===== src/sv/windowed_weight_statistics_top_macros.svh =====
// ----------------------------------------------------------------------------
// Windowed weight statistics - assertion macros
// Concurrent check wrappers; they expand to nothing in synthesis.
// ----------------------------------------------------------------------------
`ifndef WINDOWED_WEIGHT_STATISTICS_TOP_MACROS_SVH
`define WINDOWED_WEIGHT_STATISTICS_TOP_MACROS_SVH

`ifndef SYNTHESIS

`define WWS_ASSERT_IMP(label, clk, rstn, ante, cons) \
    label: assert property (@(posedge clk) disable iff (!(rstn)) (ante) |-> (cons)) \
        else $error("wws check failed: same-cycle implication");

`define WWS_ASSERT_NXT(label, clk, rstn, ante, cons) \
    label: assert property (@(posedge clk) disable iff (!(rstn)) (ante) |=> (cons)) \
        else $error("wws check failed: next-cycle implication");

`else

`define WWS_ASSERT_IMP(label, clk, rstn, ante, cons)

`define WWS_ASSERT_NXT(label, clk, rstn, ante, cons)

`endif

`endif


===== src/sv/wws_pkg.sv =====
// ----------------------------------------------------------------------------
// wws_pkg
// Shared widths, codes and types for the windowed weight statistics block.
// ----------------------------------------------------------------------------
`default_nettype none

package wws_pkg;

    localparam int SAMPLE_W      = 24;
    localparam int VALUE_W       = 25;
    localparam int FILL_W        = 7;
    localparam int COUNT_W       = 32;
    localparam int MODE_W        = 2;
    localparam int S_TDATA_W     = 24;
    localparam int M_TDATA_W     = 144;
    localparam int DEPTH_DEFAULT = 100;

    localparam logic [MODE_W-1:0] MODE_KG     = 2'd1;
    localparam logic [MODE_W-1:0] MODE_TON    = 2'd2;
    localparam logic [MODE_W-1:0] MODE_TON_X2 = 2'd3;

    localparam logic OP_READING = 1'b0;
    localparam logic OP_CLEAR   = 1'b1;

    typedef struct packed {
        logic start;
    } div_ctrl_t;

    typedef struct packed {
        logic busy;
        logic done;
    } div_stat_t;

    function automatic int wws_addr_width(input int depth);
        return (depth > 1) ? $clog2(depth) : 1;
    endfunction

endpackage

`default_nettype wire


===== src/sv/wws_window_ram.sv =====
// ----------------------------------------------------------------------------
// wws_window_ram
// Ring window store: one write port, one registered read port.
// ----------------------------------------------------------------------------
`default_nettype none

module wws_window_ram import wws_pkg::*; #(
    parameter int WINDOW_DEPTH = DEPTH_DEFAULT
) (
    input  wire                                     aclk,
    input  wire                                     wr_en,
    input  wire  [wws_addr_width(WINDOW_DEPTH)-1:0] wr_addr,
    input  wire  [VALUE_W-1:0]                      wr_data,
    input  wire                                     rd_en,
    input  wire  [wws_addr_width(WINDOW_DEPTH)-1:0] rd_addr,
    output logic [VALUE_W-1:0]                      rd_data
);

    logic [VALUE_W-1:0] mem [WINDOW_DEPTH];

    always_ff @(posedge aclk) begin
        if (wr_en) begin
            mem[wr_addr] <= wr_data;
        end
        if (rd_en) begin
            rd_data <= mem[rd_addr];
        end
    end

endmodule

`default_nettype wire


===== src/sv/wws_divider.sv =====
// ----------------------------------------------------------------------------
// wws_divider
// Restoring unsigned divider, one quotient bit per cycle.
// ----------------------------------------------------------------------------
`default_nettype none

module wws_divider import wws_pkg::*; #(
    parameter int DVD_W = 32,
    parameter int DVS_W = 7
) (
    input  wire               aclk,
    input  wire               aresetn,
    input  wire  div_ctrl_t   ctrl,
    input  wire  [DVD_W-1:0]  dividend,
    input  wire  [DVS_W-1:0]  divisor,
    output div_stat_t         stat,
    output logic [DVD_W-1:0]  quotient
);

    localparam int STEP_W = $clog2(DVD_W + 1);
    localparam logic [STEP_W-1:0] STEP_LAST = STEP_W'(DVD_W - 1);

    logic [DVD_W-1:0]  work_reg;
    logic [DVS_W-1:0]  rem_reg;
    logic [DVS_W-1:0]  dvs_reg;
    logic [STEP_W-1:0] step_reg, step_next;
    logic              busy_reg, busy_next;
    logic              done_reg, done_next;

    logic [DVS_W:0]    rem_sh;
    logic [DVS_W:0]    diff;
    logic              fits;

    assign rem_sh = {rem_reg, work_reg[DVD_W-1]};
    assign diff   = rem_sh - {1'b0, dvs_reg};
    assign fits   = (rem_sh >= {1'b0, dvs_reg});

    always_comb begin
        busy_next = busy_reg;
        done_next = 1'b0;
        step_next = step_reg;
        if (ctrl.start) begin
            busy_next = 1'b1;
            step_next = '0;
        end else if (busy_reg) begin
            step_next = step_reg + 1'b1;
            if (step_reg == STEP_LAST) begin
                busy_next = 1'b0;
                done_next = 1'b1;
            end
        end
    end

    always_ff @(posedge aclk) begin
        if (!aresetn) begin
            busy_reg <= 1'b0;
            done_reg <= 1'b0;
            step_reg <= '0;
        end else begin
            busy_reg <= busy_next;
            done_reg <= done_next;
            step_reg <= step_next;
        end
    end

    always_ff @(posedge aclk) begin
        if (ctrl.start) begin
            work_reg <= dividend;
            rem_reg  <= '0;
            dvs_reg  <= divisor;
        end else if (busy_reg) begin
            work_reg <= {work_reg[DVD_W-2:0], fits};
            rem_reg  <= fits ? diff[DVS_W-1:0] : rem_sh[DVS_W-1:0];
        end
    end

    assign stat.busy = busy_reg;
    assign stat.done = done_reg;
    assign quotient  = work_reg;

endmodule

`default_nettype wire


===== src/sv/windowed_weight_statistics_top.sv =====
// ----------------------------------------------------------------------------
// windowed_weight_statistics_top
// Mode-scaled weight readings into a ring window; min, max, mean per reading.
// ----------------------------------------------------------------------------
//  channel | dir | beat contents
//  --------+-----+------------------------------------------------------------
//  s_      | in  | tuser op; tdata sample_value
//  m_      | out | tuser unit_is_ton; tdata shown, min, max, mean, fill, count
//  cfg_    | in  | scale_mode, taken on any cycle
//
//  A reading makes one registered read per window entry through the shared
//  compare/add step, then a one-bit-per-cycle divide of the window sum.
//  A clear beat gives no result.
//  s_tready is high only while the sequencer is idle; a waiting result beat
//  holds the next one back but not the next accept.
//  Reset is synchronous; no clearing pass, window entries need none.
// ----------------------------------------------------------------------------
`default_nettype none
`include "windowed_weight_statistics_top_macros.svh"

module windowed_weight_statistics_top import wws_pkg::*; #(
    parameter int WINDOW_DEPTH = DEPTH_DEFAULT
) (
    input  wire                   aclk,
    input  wire                   aresetn,

    input  wire                   s_tvalid,
    output logic                  s_tready,
    input  wire  [S_TDATA_W-1:0]  s_tdata,   // [23:0] sample_value
    input  wire                   s_tuser,   // [0] op

    output logic                  m_tvalid,
    input  wire                   m_tready,
    output logic [M_TDATA_W-1:0]  m_tdata,   // [24:0] shown_value, [49:25] window_minimum,
                                             // [74:50] window_maximum, [99:75] window_mean,
                                             // [106:100] window_fill,
                                             // [138:107] reading_number, rest zero
    output logic                  m_tuser,   // [0] unit_is_ton

    input  wire                   cfg_valid,
    output logic                  cfg_ready,
    input  wire  [MODE_W-1:0]     cfg_data
);

    localparam int PTR_W = wws_addr_width(WINDOW_DEPTH);
    localparam int CNT_W = $clog2(WINDOW_DEPTH + 1);
    localparam int SUM_W = VALUE_W + CNT_W;
    localparam int PAD_W = M_TDATA_W - 4 * VALUE_W - FILL_W - COUNT_W;

    localparam logic [CNT_W-1:0] DEPTH_C    = CNT_W'(WINDOW_DEPTH);
    localparam logic [PTR_W-1:0] PTR_LAST_C = PTR_W'(WINDOW_DEPTH - 1);

    localparam logic [2:0] ST_IDLE  = 3'd0;
    localparam logic [2:0] ST_WRITE = 3'd1;
    localparam logic [2:0] ST_SCAN  = 3'd2;
    localparam logic [2:0] ST_DIV   = 3'd3;
    localparam logic [2:0] ST_OUT   = 3'd4;

    // control state
    logic [2:0]         state_reg, state_next;
    logic [MODE_W-1:0]  mode_reg, mode_next;
    logic [PTR_W-1:0]   wr_ptr_reg, wr_ptr_next;
    logic [CNT_W-1:0]   fill_reg, fill_next;
    logic [COUNT_W-1:0] count_reg, count_next;
    logic [CNT_W-1:0]   rd_cnt_reg, rd_cnt_next;
    logic               dvalid_reg, dvalid_next;
    logic               first_reg, first_next;
    logic               m_tvalid_reg, m_tvalid_next;

    // payload
    logic [VALUE_W-1:0] shown_reg;
    logic               ton_reg;
    logic [VALUE_W-1:0] lo_reg;
    logic [VALUE_W-1:0] hi_reg;
    logic [SUM_W-1:0]   sum_reg;
    logic               neg_reg;
    logic [VALUE_W-1:0] mean_reg;

    logic [VALUE_W-1:0] out_shown_reg;
    logic               out_ton_reg;
    logic [VALUE_W-1:0] out_lo_reg;
    logic [VALUE_W-1:0] out_hi_reg;
    logic [VALUE_W-1:0] out_mean_reg;
    logic [FILL_W-1:0]  out_fill_reg;
    logic [COUNT_W-1:0] out_count_reg;

    logic               s_accept;
    logic               issue;
    logic               scan_done;
    logic               out_load;
    logic               wr_en;
    logic [VALUE_W-1:0] rd_data;
    logic [VALUE_W-1:0] sample_shown;
    logic [SUM_W-1:0]   rd_ext;
    logic [SUM_W-1:0]   sum_mag;
    logic [SUM_W-1:0]   quotient;
    logic [VALUE_W-1:0] q_mag;
    logic [FILL_W+CNT_W-1:0] fill_wide;

    div_ctrl_t          div_ctrl;
    div_stat_t          div_stat;

    assign s_tready  = (state_reg == ST_IDLE);
    assign s_accept  = s_tvalid && s_tready;
    assign cfg_ready = 1'b1;

    assign sample_shown = (mode_reg == MODE_TON_X2) ? {s_tdata[SAMPLE_W-1:0], 1'b0}
                                                    : {s_tdata[SAMPLE_W-1], s_tdata[SAMPLE_W-1:0]};

    assign wr_en     = (state_reg == ST_WRITE);
    assign issue     = (state_reg == ST_SCAN) && (rd_cnt_reg != fill_reg);
    assign scan_done = (state_reg == ST_SCAN) && !issue && !dvalid_reg;
    assign out_load  = (state_reg == ST_OUT) && (!m_tvalid_reg || m_tready);

    assign rd_ext  = {{CNT_W{rd_data[VALUE_W-1]}}, rd_data};
    assign sum_mag = sum_reg[SUM_W-1] ? (~sum_reg + 1'b1) : sum_reg;
    assign q_mag   = quotient[VALUE_W-1:0];
    assign fill_wide = {{FILL_W{1'b0}}, fill_reg};

    assign div_ctrl.start = scan_done;

    wws_window_ram #(
        .WINDOW_DEPTH (WINDOW_DEPTH)
    ) u_ram (
        .aclk    (aclk),
        .wr_en   (wr_en),
        .wr_addr (wr_ptr_reg),
        .wr_data (shown_reg),
        .rd_en   (issue),
        .rd_addr (rd_cnt_reg[PTR_W-1:0]),
        .rd_data (rd_data)
    );

    wws_divider #(
        .DVD_W (SUM_W),
        .DVS_W (CNT_W)
    ) u_div (
        .aclk     (aclk),
        .aresetn  (aresetn),
        .ctrl     (div_ctrl),
        .dividend (sum_mag),
        .divisor  (fill_reg),
        .stat     (div_stat),
        .quotient (quotient)
    );

    always_comb begin
        state_next    = state_reg;
        mode_next     = cfg_valid ? cfg_data : mode_reg;
        wr_ptr_next   = wr_ptr_reg;
        fill_next     = fill_reg;
        count_next    = count_reg;
        rd_cnt_next   = rd_cnt_reg;
        dvalid_next   = 1'b0;
        first_next    = first_reg;
        m_tvalid_next = m_tvalid_reg;

        if (m_tvalid_reg && m_tready) begin
            m_tvalid_next = 1'b0;
        end

        case (state_reg)
            ST_IDLE: begin
                if (s_accept) begin
                    if (s_tuser == OP_CLEAR) begin
                        wr_ptr_next = '0;
                        fill_next   = '0;
                    end else begin
                        state_next = ST_WRITE;
                    end
                end
            end
            ST_WRITE: begin
                wr_ptr_next = (wr_ptr_reg == PTR_LAST_C) ? '0 : wr_ptr_reg + 1'b1;
                fill_next   = (fill_reg == DEPTH_C) ? fill_reg : fill_reg + 1'b1;
                count_next  = count_reg + 1'b1;
                rd_cnt_next = '0;
                first_next  = 1'b1;
                state_next  = ST_SCAN;
            end
            ST_SCAN: begin
                dvalid_next = issue;
                if (issue) begin
                    rd_cnt_next = rd_cnt_reg + 1'b1;
                end
                if (dvalid_reg) begin
                    first_next = 1'b0;
                end
                if (scan_done) begin
                    state_next = ST_DIV;
                end
            end
            ST_DIV: begin
                if (div_stat.done) begin
                    state_next = ST_OUT;
                end
            end
            ST_OUT: begin
                if (out_load) begin
                    m_tvalid_next = 1'b1;
                    state_next    = ST_IDLE;
                end
            end
            default: begin
                state_next = ST_IDLE;
            end
        endcase
    end

    always_ff @(posedge aclk) begin
        if (!aresetn) begin
            state_reg    <= ST_IDLE;
            mode_reg     <= MODE_KG;
            wr_ptr_reg   <= '0;
            fill_reg     <= '0;
            count_reg    <= '0;
            rd_cnt_reg   <= '0;
            dvalid_reg   <= 1'b0;
            first_reg    <= 1'b0;
            m_tvalid_reg <= 1'b0;
        end else begin
            state_reg    <= state_next;
            mode_reg     <= mode_next;
            wr_ptr_reg   <= wr_ptr_next;
            fill_reg     <= fill_next;
            count_reg    <= count_next;
            rd_cnt_reg   <= rd_cnt_next;
            dvalid_reg   <= dvalid_next;
            first_reg    <= first_next;
            m_tvalid_reg <= m_tvalid_next;
        end
    end

    // shared compare/add step, one window entry per beat of read data
    always_ff @(posedge aclk) begin
        if (s_accept) begin
            shown_reg <= sample_shown;
            ton_reg   <= (mode_reg != MODE_KG);
        end
        if (dvalid_reg) begin
            if (first_reg) begin
                lo_reg  <= rd_data;
                hi_reg  <= rd_data;
                sum_reg <= rd_ext;
            end else begin
                if ($signed(rd_data) < $signed(lo_reg)) begin
                    lo_reg <= rd_data;
                end
                if ($signed(rd_data) > $signed(hi_reg)) begin
                    hi_reg <= rd_data;
                end
                sum_reg <= sum_reg + rd_ext;
            end
        end
        if (scan_done) begin
            neg_reg <= sum_reg[SUM_W-1];
        end
        if (div_stat.done) begin
            mean_reg <= neg_reg ? (~q_mag + 1'b1) : q_mag;
        end
        if (out_load) begin
            out_shown_reg <= shown_reg;
            out_ton_reg   <= ton_reg;
            out_lo_reg    <= lo_reg;
            out_hi_reg    <= hi_reg;
            out_mean_reg  <= mean_reg;
            out_fill_reg  <= fill_wide[FILL_W-1:0];
            out_count_reg <= count_reg;
        end
    end

    assign m_tvalid = m_tvalid_reg;
    assign m_tuser  = out_ton_reg;
    assign m_tdata  = {{PAD_W{1'b0}}, out_count_reg, out_fill_reg, out_mean_reg,
                       out_hi_reg, out_lo_reg, out_shown_reg};

    `WWS_ASSERT_IMP(a_fill_bound, aclk, aresetn, 1'b1, fill_reg <= DEPTH_C)
    `WWS_ASSERT_IMP(a_ptr_tracks_fill, aclk, aresetn, fill_reg != DEPTH_C,
                    wr_ptr_reg == fill_reg[PTR_W-1:0])
    `WWS_ASSERT_IMP(a_scan_nonempty, aclk, aresetn, state_reg == ST_SCAN, fill_reg != '0)
    `WWS_ASSERT_NXT(a_div_to_out, aclk, aresetn, state_reg == ST_DIV && div_stat.done,
                    state_reg == ST_OUT)
    `WWS_ASSERT_IMP(a_div_only_in_div, aclk, aresetn, div_stat.busy, state_reg == ST_DIV)

endmodule

`default_nettype wire


===== config.mk =====
export PLATFORM = sky130hd
export DESIGN_NAME = windowed_weight_statistics_top
export DESIGN_NICKNAME = d
export VERILOG_FILES = /design/src/sv/wws_pkg.sv /design/src/sv/wws_window_ram.sv /design/src/sv/wws_divider.sv /design/src/sv/windowed_weight_statistics_top.sv
export VERILOG_INCLUDE_DIRS = /design/src /design/src/sv
export SDC_FILE = /design/constraint.sdc
export NUM_CORES = 2
export LEC_CHECK = 0
export ABC_CLOCK_PERIOD_IN_PS = 14300
export BUFFER_PORTS_ARGS = -buffer_cell sky130_fd_sc_hd__buf_2
export CORE_MARGIN = 3
export CORE_UTILIZATION = 61
export DETAILED_ROUTE_END_ITERATION = 8
export GPL_TIMING_DRIVEN = 1
export PLACE_DENSITY = 0.78
export SLEW_MARGIN = 20
export SYNTH_ARGS = -nofsm -noshare
export SYNTH_HDL_FRONTEND = slang
export SYNTH_SLANG_ARGS = --single-unit
export TNS_END_PERCENT = 20

===== constraint.sdc =====
create_clock -name aclk -period 14.3 [get_ports aclk]
set_input_delay 2.86 -clock aclk [delete_from_list [all_inputs] [get_ports aclk]]
set_output_delay 2.86 -clock aclk [all_outputs]
set_load 0.05 [all_outputs]

; Word-level counts from Yosys, hierarchy flattened
; Memories as Yosys holds them, arrays and structs flattened. A register that Yosys moved wholly into a read port is not among the register bits.
; Cells that the tools add are included.
[totals]
output_inout_bits = 148
reg_bits = 389
memories = 1
mem_bits_rw = 2500
wordCells = 128
[mem_list]
columns = name, words, word_bits, rd, rd_ports_with_merged_regs, wr, line_no
row1 = u_ram.mem, 100, 25, 1, 1, 1, wws_window_ram.sv:19  ; logic [VALUE_W-1:0] mem [WINDOW_DEPTH];
[classes]
n_reduce_logical = 26
add_sub_neg = 9
n_bitwise = 4
muxes = 36
order_cmp = 3
n_eq_ne = 19
[ops]
columns = op, n
row1 = 2-to-1 mux 32 bit, 4
row2 = 2-to-1 mux 25 bit, 5
row3 = "adder 32 x 1 -> 32 bit, second input constant", 2
row4 = 2-to-1 mux 7 bit, 6
row5 = one-hot mux 7 bit (2 select lines), 3
row6 = adder 32 bit, 1
row7 = inverter 32 bit, 1
row8 = "adder 25 x 1 -> 25 bit, second input constant", 1
row9 = greater-than comparator 25 bit, 1
row10 = < comparator 25 bit, 1
row11 = inverter 25 bit, 1
row12 = 2-to-1 mux 24 bit, 1
row13 = "adder 7 x 1 -> 7 bit, second input constant", 3
row14 = 2-to-1 mux 3 bit, 5
row15 = one-hot mux 3 bit (5 select lines), 1
row16 = "== test 7 bit, second input constant", 2
row17 = "!= test 2 bit, second input constant", 6
row18 = 2-to-1 mux 1 bit, 10
row19 = AND reduction 2 bit, 5
row20 = nonzero test 2 bit, 5
row21 = greater-or-equal comparator 8 x 7 -> 1 bit, 1
row22 = "!= test 2 x 1 -> 1 bit, second input constant", 4
row23 = != test 7 bit, 1
row24 = subtractor 7 bit, 1
row25 = 17 further kinds, 26

; Logic depth before layout (Yosys ltp)
[logic_depth]
depth_word = 7
depth_mapped = 12
mapped_depth_nobuf = 11

; Hierarchy
; A second synthesis with hierarchy kept.
[unflattened]
cells_unflattened = 5355
hier_area_um2 = 114506.1
[modules_own_cells]
columns = module, n_inst, area_each_um2, cells_each, seq_area_each_um2
row1 = wws_window_ram, 1, 96248.6, 3890, 75822.7
row2 = windowed_weight_statistics_top, 1, 15533.6, 1250, 9449.1
row3 = wws_divider, 1, 2723.9, 215, 1471.4

; Worst setup path after synthesis
; OpenSTA, ideal clock, no wires.
[synth_timing]
path_type = input-to-reg
startpoint = input port m_tready
endpoint = register out_ton_reg (netlist: m_tuser) (enable)
t_required_ps = 13783
slack_ps = 7523
n_path_buf = 0
arrival_time_ps = 6260
stages = 2
setup_ps = 517
path_cell_list = nand2b_1 -> and3_1
[synth_between]
elab_chain_cells = 2
[synth_lines]
columns = element, line_no
row1 = start: declaration, windowed_weight_statistics_top.sv:33  ; input wire m_tready,
row2 = logical OR 1 bit, windowed_weight_statistics_top.sv:113  ; assign out_load = (state_reg == ST_OUT) && (!m_tvalid_reg || m_tready);
row3 = logical AND 1 bit, windowed_weight_statistics_top.sv:113
row4 = net out_load, windowed_weight_statistics_top.sv:90  ; logic out_load;
row5 = end signal: assignment, windowed_weight_statistics_top.sv:263  ; out_ton_reg <= ton_reg;
row6 = end: declaration, windowed_weight_statistics_top.sv:80  ; logic out_ton_reg;
; The timed path passes the listed nets, and every way through them passes these cells.
; A chain may end at the register's enable or synchronous reset.

; Final worst setup path
[layout_timing]
startpoint = register rd_cnt_reg[0]
endpoint = register u_ram.rd_data[4] (read register of u_ram.mem), data pin
[layout_between]
elab_chain_cells = 2
[layout_lines]
columns = element, line_no
row1 = start: declaration, windowed_weight_statistics_top.sv:65  ; logic [CNT_W-1:0] rd_cnt_reg, rd_cnt_next;
row2 = start signal: assignment, windowed_weight_statistics_top.sv:227  ; rd_cnt_reg <= rd_cnt_next;
row3 = != test 7 bit, windowed_weight_statistics_top.sv:111  ; assign issue = (state_reg == ST_SCAN) && (rd_cnt_reg != fill_reg);
row4 = logical AND 1 bit, windowed_weight_statistics_top.sv:111
row5 = end: declaration, wws_window_ram.sv:16  ; output logic [VALUE_W-1:0] rd_data
; Parallel ways exist; a longest one is shown, timed or not.

==> out/qor.log <==
[run_status] status finished, final reports clean
[sta] WHS 0.401 ns
[synthesis] cell area after synthesis 0.115 mm^2
[clocking] clock root buffer sky130_fd_sc_hd__clkbuf_16
[synthesis] post-synthesis sequential area ratio 0.757
[clocking] # resized after CTS 0
[drt] highest metal layer with signal wires met5
[clocking] CTS Hold Buffers Added 0
[drt] met2 wire length 142000 um
[placement] Placed Instances 8118
[synthesis] synthesized flop and latch total 2914
[drt] met3 wire length 33100 um
[critical_path] kind of launch point of the worst setup path flip-flop
[drt] via count of the routed design 59600
[job] max-cap check violation count 0
[synthesis] Avg Synthesized Cell Area 20.6 um^2
[final_layout] signed area change from the synthesized netlist to the final layout 12.4%
[drt] iteration count of the initial detailed-routing pass 6
[die] die area 0.193 mm^2
[placement] instance area after placement 0.119 mm^2
[power] power density of the placed cells 136 mW/mm^2
[clocking] maximum level of the CTS H-tree 5
[synthesis] Async SR Flop Fraction 0
[die] overall die height 439 um
[synthesis] ranking of synthesized cells by area sky130_fd_sc_hd__edfxtp_1 74%, sky130_fd_sc_hd__mux4_2 14%, sky130_fd_sc_hd__dfxtp_1 1.3%, sky130_fd_sc_hd__mux2i_1 1.2%, sky130_fd_sc_hd__ha_1 1.0%
[critical_path] critical path endpoint category flip-flop
[global_routing] all-layer global routing usage 0.301
[final_layout] final instance area 0.129 mm^2
[final_layout] Largest register FFs 2500
[clocking] worst skew pair latency 0.94 ns
[final_layout] utilization after layout 0.693
[critical_path] highest net fanout along the worst path 94
[sta] peak clock frequency supported by timing 169 MHz
[critical_path] required time at the endpoint of the critical path 14.97 ns
[placement] Port Buffer Count 173
[synthesis] top cell type by total area after synthesis sky130_fd_sc_hd__edfxtp_1
[final_layout] Post-Layout Cell Count 8643
[final_layout] Layout Nets 6085
[clocking] Worst-path clk slew 0.06 ns
[sta] unrepaired setup endpoints after global routing false
[global_routing] gr ovfl total 0
[global_routing] largest net degree at the start of global routing 128
[sta] pin slew with the least headroom to its limit 1.25 ns
[die] die boundary width 439 um
[power] worst vdd ir 134 uV
[critical_path] max incr delay on CP 0.84 ns
[placement] final weighted congestion in routability-driven placement 0.879
[final_layout] ratio of cells with drive above 1 in the final layout 0.265
[synthesis] number of distinct standard cells referenced by the synthesized netlist 65
[critical_path] cell family with the largest share of critical-path delay buffers and inverters
[die] initial core utilization 0.616
[synthesis] most repeated cell in the gate-level netlist after synthesis sky130_fd_sc_hd__edfxtp_1
[sta] final critical path time including I/O delays and setup 5.93 ns
[critical_path] type of the worst setup path reg2reg
[synthesis] Primary FF master, synth sky130_fd_sc_hd__edfxtp_1
[die] io pins 180
[sta] crit path setup slack, layout 8.37 ns
[sta] number of failing setup endpoints in the final timing report 0
[die] # rows 158
[synthesis] YS warnings 0
[critical_path] Arrival @ worst endpoint 6.61 ns
[critical_path] sum of buffers and inverters on the critical path 3
[clocking] post-CTS setup-driven buffer insertion count 0
[die] placeable core area 0.186 mm^2
[drt] per-cell via count in the routed design 6.89
[sta] final worst clock skew 0.0757 ns
[final_layout] Register Area 0.0868 mm^2
[sta] total count of max-transition violations in the final report 0
[clocking] TritonCTS clock tree yes
[final_layout] FILL cells 10700
[drt] violation count after the first detailed-routing iteration 8759
[critical_path] slowest cell on the critical path sky130_fd_sc_hd__buf_4
[final_layout] footprint of the multi-input gates 0.0268 mm^2
[drt] residual antenna-violating net count after detailed routing 0
[sta] relative max-transition margin 0.161
[final_layout] Reg with most FFs u_ram.mem
[sta] final-layout setup total negative slack 0 ns
[drt] Post-route DRC 0
[placement] DPL Wire Length 154000 um
[synthesis] commonest cells in the netlist 2838 x sky130_fd_sc_hd__edfxtp_1, 694 x sky130_fd_sc_hd__mux4_2, 224 x sky130_fd_sc_hd__nor2_1
[power] Overall Power 17.5 mW
[power] standby leakage power 40.1 nW
[drt] final WL 292000 um
[placement] post-placement worst setup slack 8.27 ns
[global_routing] number of antenna violations at the first check in global routing 9
[drt] detailed-route wire length on metal 1 102000 um
[drt] Wirelength per Cell 33.8 um
[clocking] cts bufs inserted 297
[clocking] TritonCTS Sinks 2914
[global_routing] wire length of the first global-routing pass 416000 um
[clocking] number of buffers on the longest clock path 4
[sta] Final Cycle Share 0.415
[global_routing] vias in the first global route 59400
[sta] Final Hold Viols 0
[synthesis] cell count after synthesis 5566
[synthesis] Yosys top cell area share 0.743
[synthesis] number of synthesized flops with an enable pin 2838
[hold_path] Hold Path Class reg2reg
[critical_path] cell breakdown of the critical path buf_12, buf_4, buf_4, mux4_2, mux4_2, mux2i_1, o21ai_0, mux2_2
==> layout make-up <==
| cell class | count | share of cell area |
|---|---|---|
| multi-input cells | 2298 | 0.208 |
| flip-flops and latches | 2914 | 0.673 |
| clock buffers | 373 | 0.0619 |
| inverters | 79 | 0.00230 |
| well taps | 2480 | 0.0241 |
| clock inverters | 130 | 0.00976 |
| diodes | 3 | 0.0000583 |
| repair buffers | 366 | 0.0210 |
==> layout by cell type, fill, tap and decap left out, drive strengths merged, types with 37 or more instances in the layout <==
cell type,instances
edfxtp,2838
mux4,694
clkbuf,373
buf,366
nor2,224
nand2,162
a21oi,160
mux2i,141
o21ai,128
ha,95
inv,88
clkinv,88
a211oi,76
dfxtp,76
xor2,71
xnor2,67
nor2b,61
mux2,48
nand3,39
a21o,37
and2,37
==> path summary, 6_finish.rpt <==
kind	slack, ns	from	end	cells past startpoint
worst max-delay path	8.37	rd_cnt_reg[0]	u_ram.rd_data[4]	8
worst min register to register	0.40	mean_reg[11]	out_mean_reg[11]	0
worst max register to register	8.37	rd_cnt_reg[0]	u_ram.rd_data[4]	8
worst min-delay path	0.40	mean_reg[11]	out_mean_reg[11]	0
==> per-layer routing <==
metal / vias up / global-route usage
met5: - / 0
met4: 2 / 0.136
met3: 645 / 0.0647
met2: 4418 / 0.475
met1: 30900 / 0.411
li1: 23600 / -
==> logic make-up after synthesis <==
| logic type | share of synthesized area |
|---|---|
| DFF | 0.757 |
| other | 0.0000655 |
| AOI/OAI and AO/OA | 0.0270 |
| muxes | 0.153 |
| buffers and inverters | 0.0135 |
| adders and majority gates | 0.0107 |
| and+or+nand+nor | 0.0280 |
| xor gates and xnor gates | 0.0105 |
==> where the power goes <==
part / switching, mW / total (mW) / internal (mW)
Sequential: 0.0484 / 9.54 / 9.50
Clock: 3.14 / 7.49 / 4.36
Combinational: 0.378 / 0.501 / 0.122
Power figures use the tool's default switching activity.
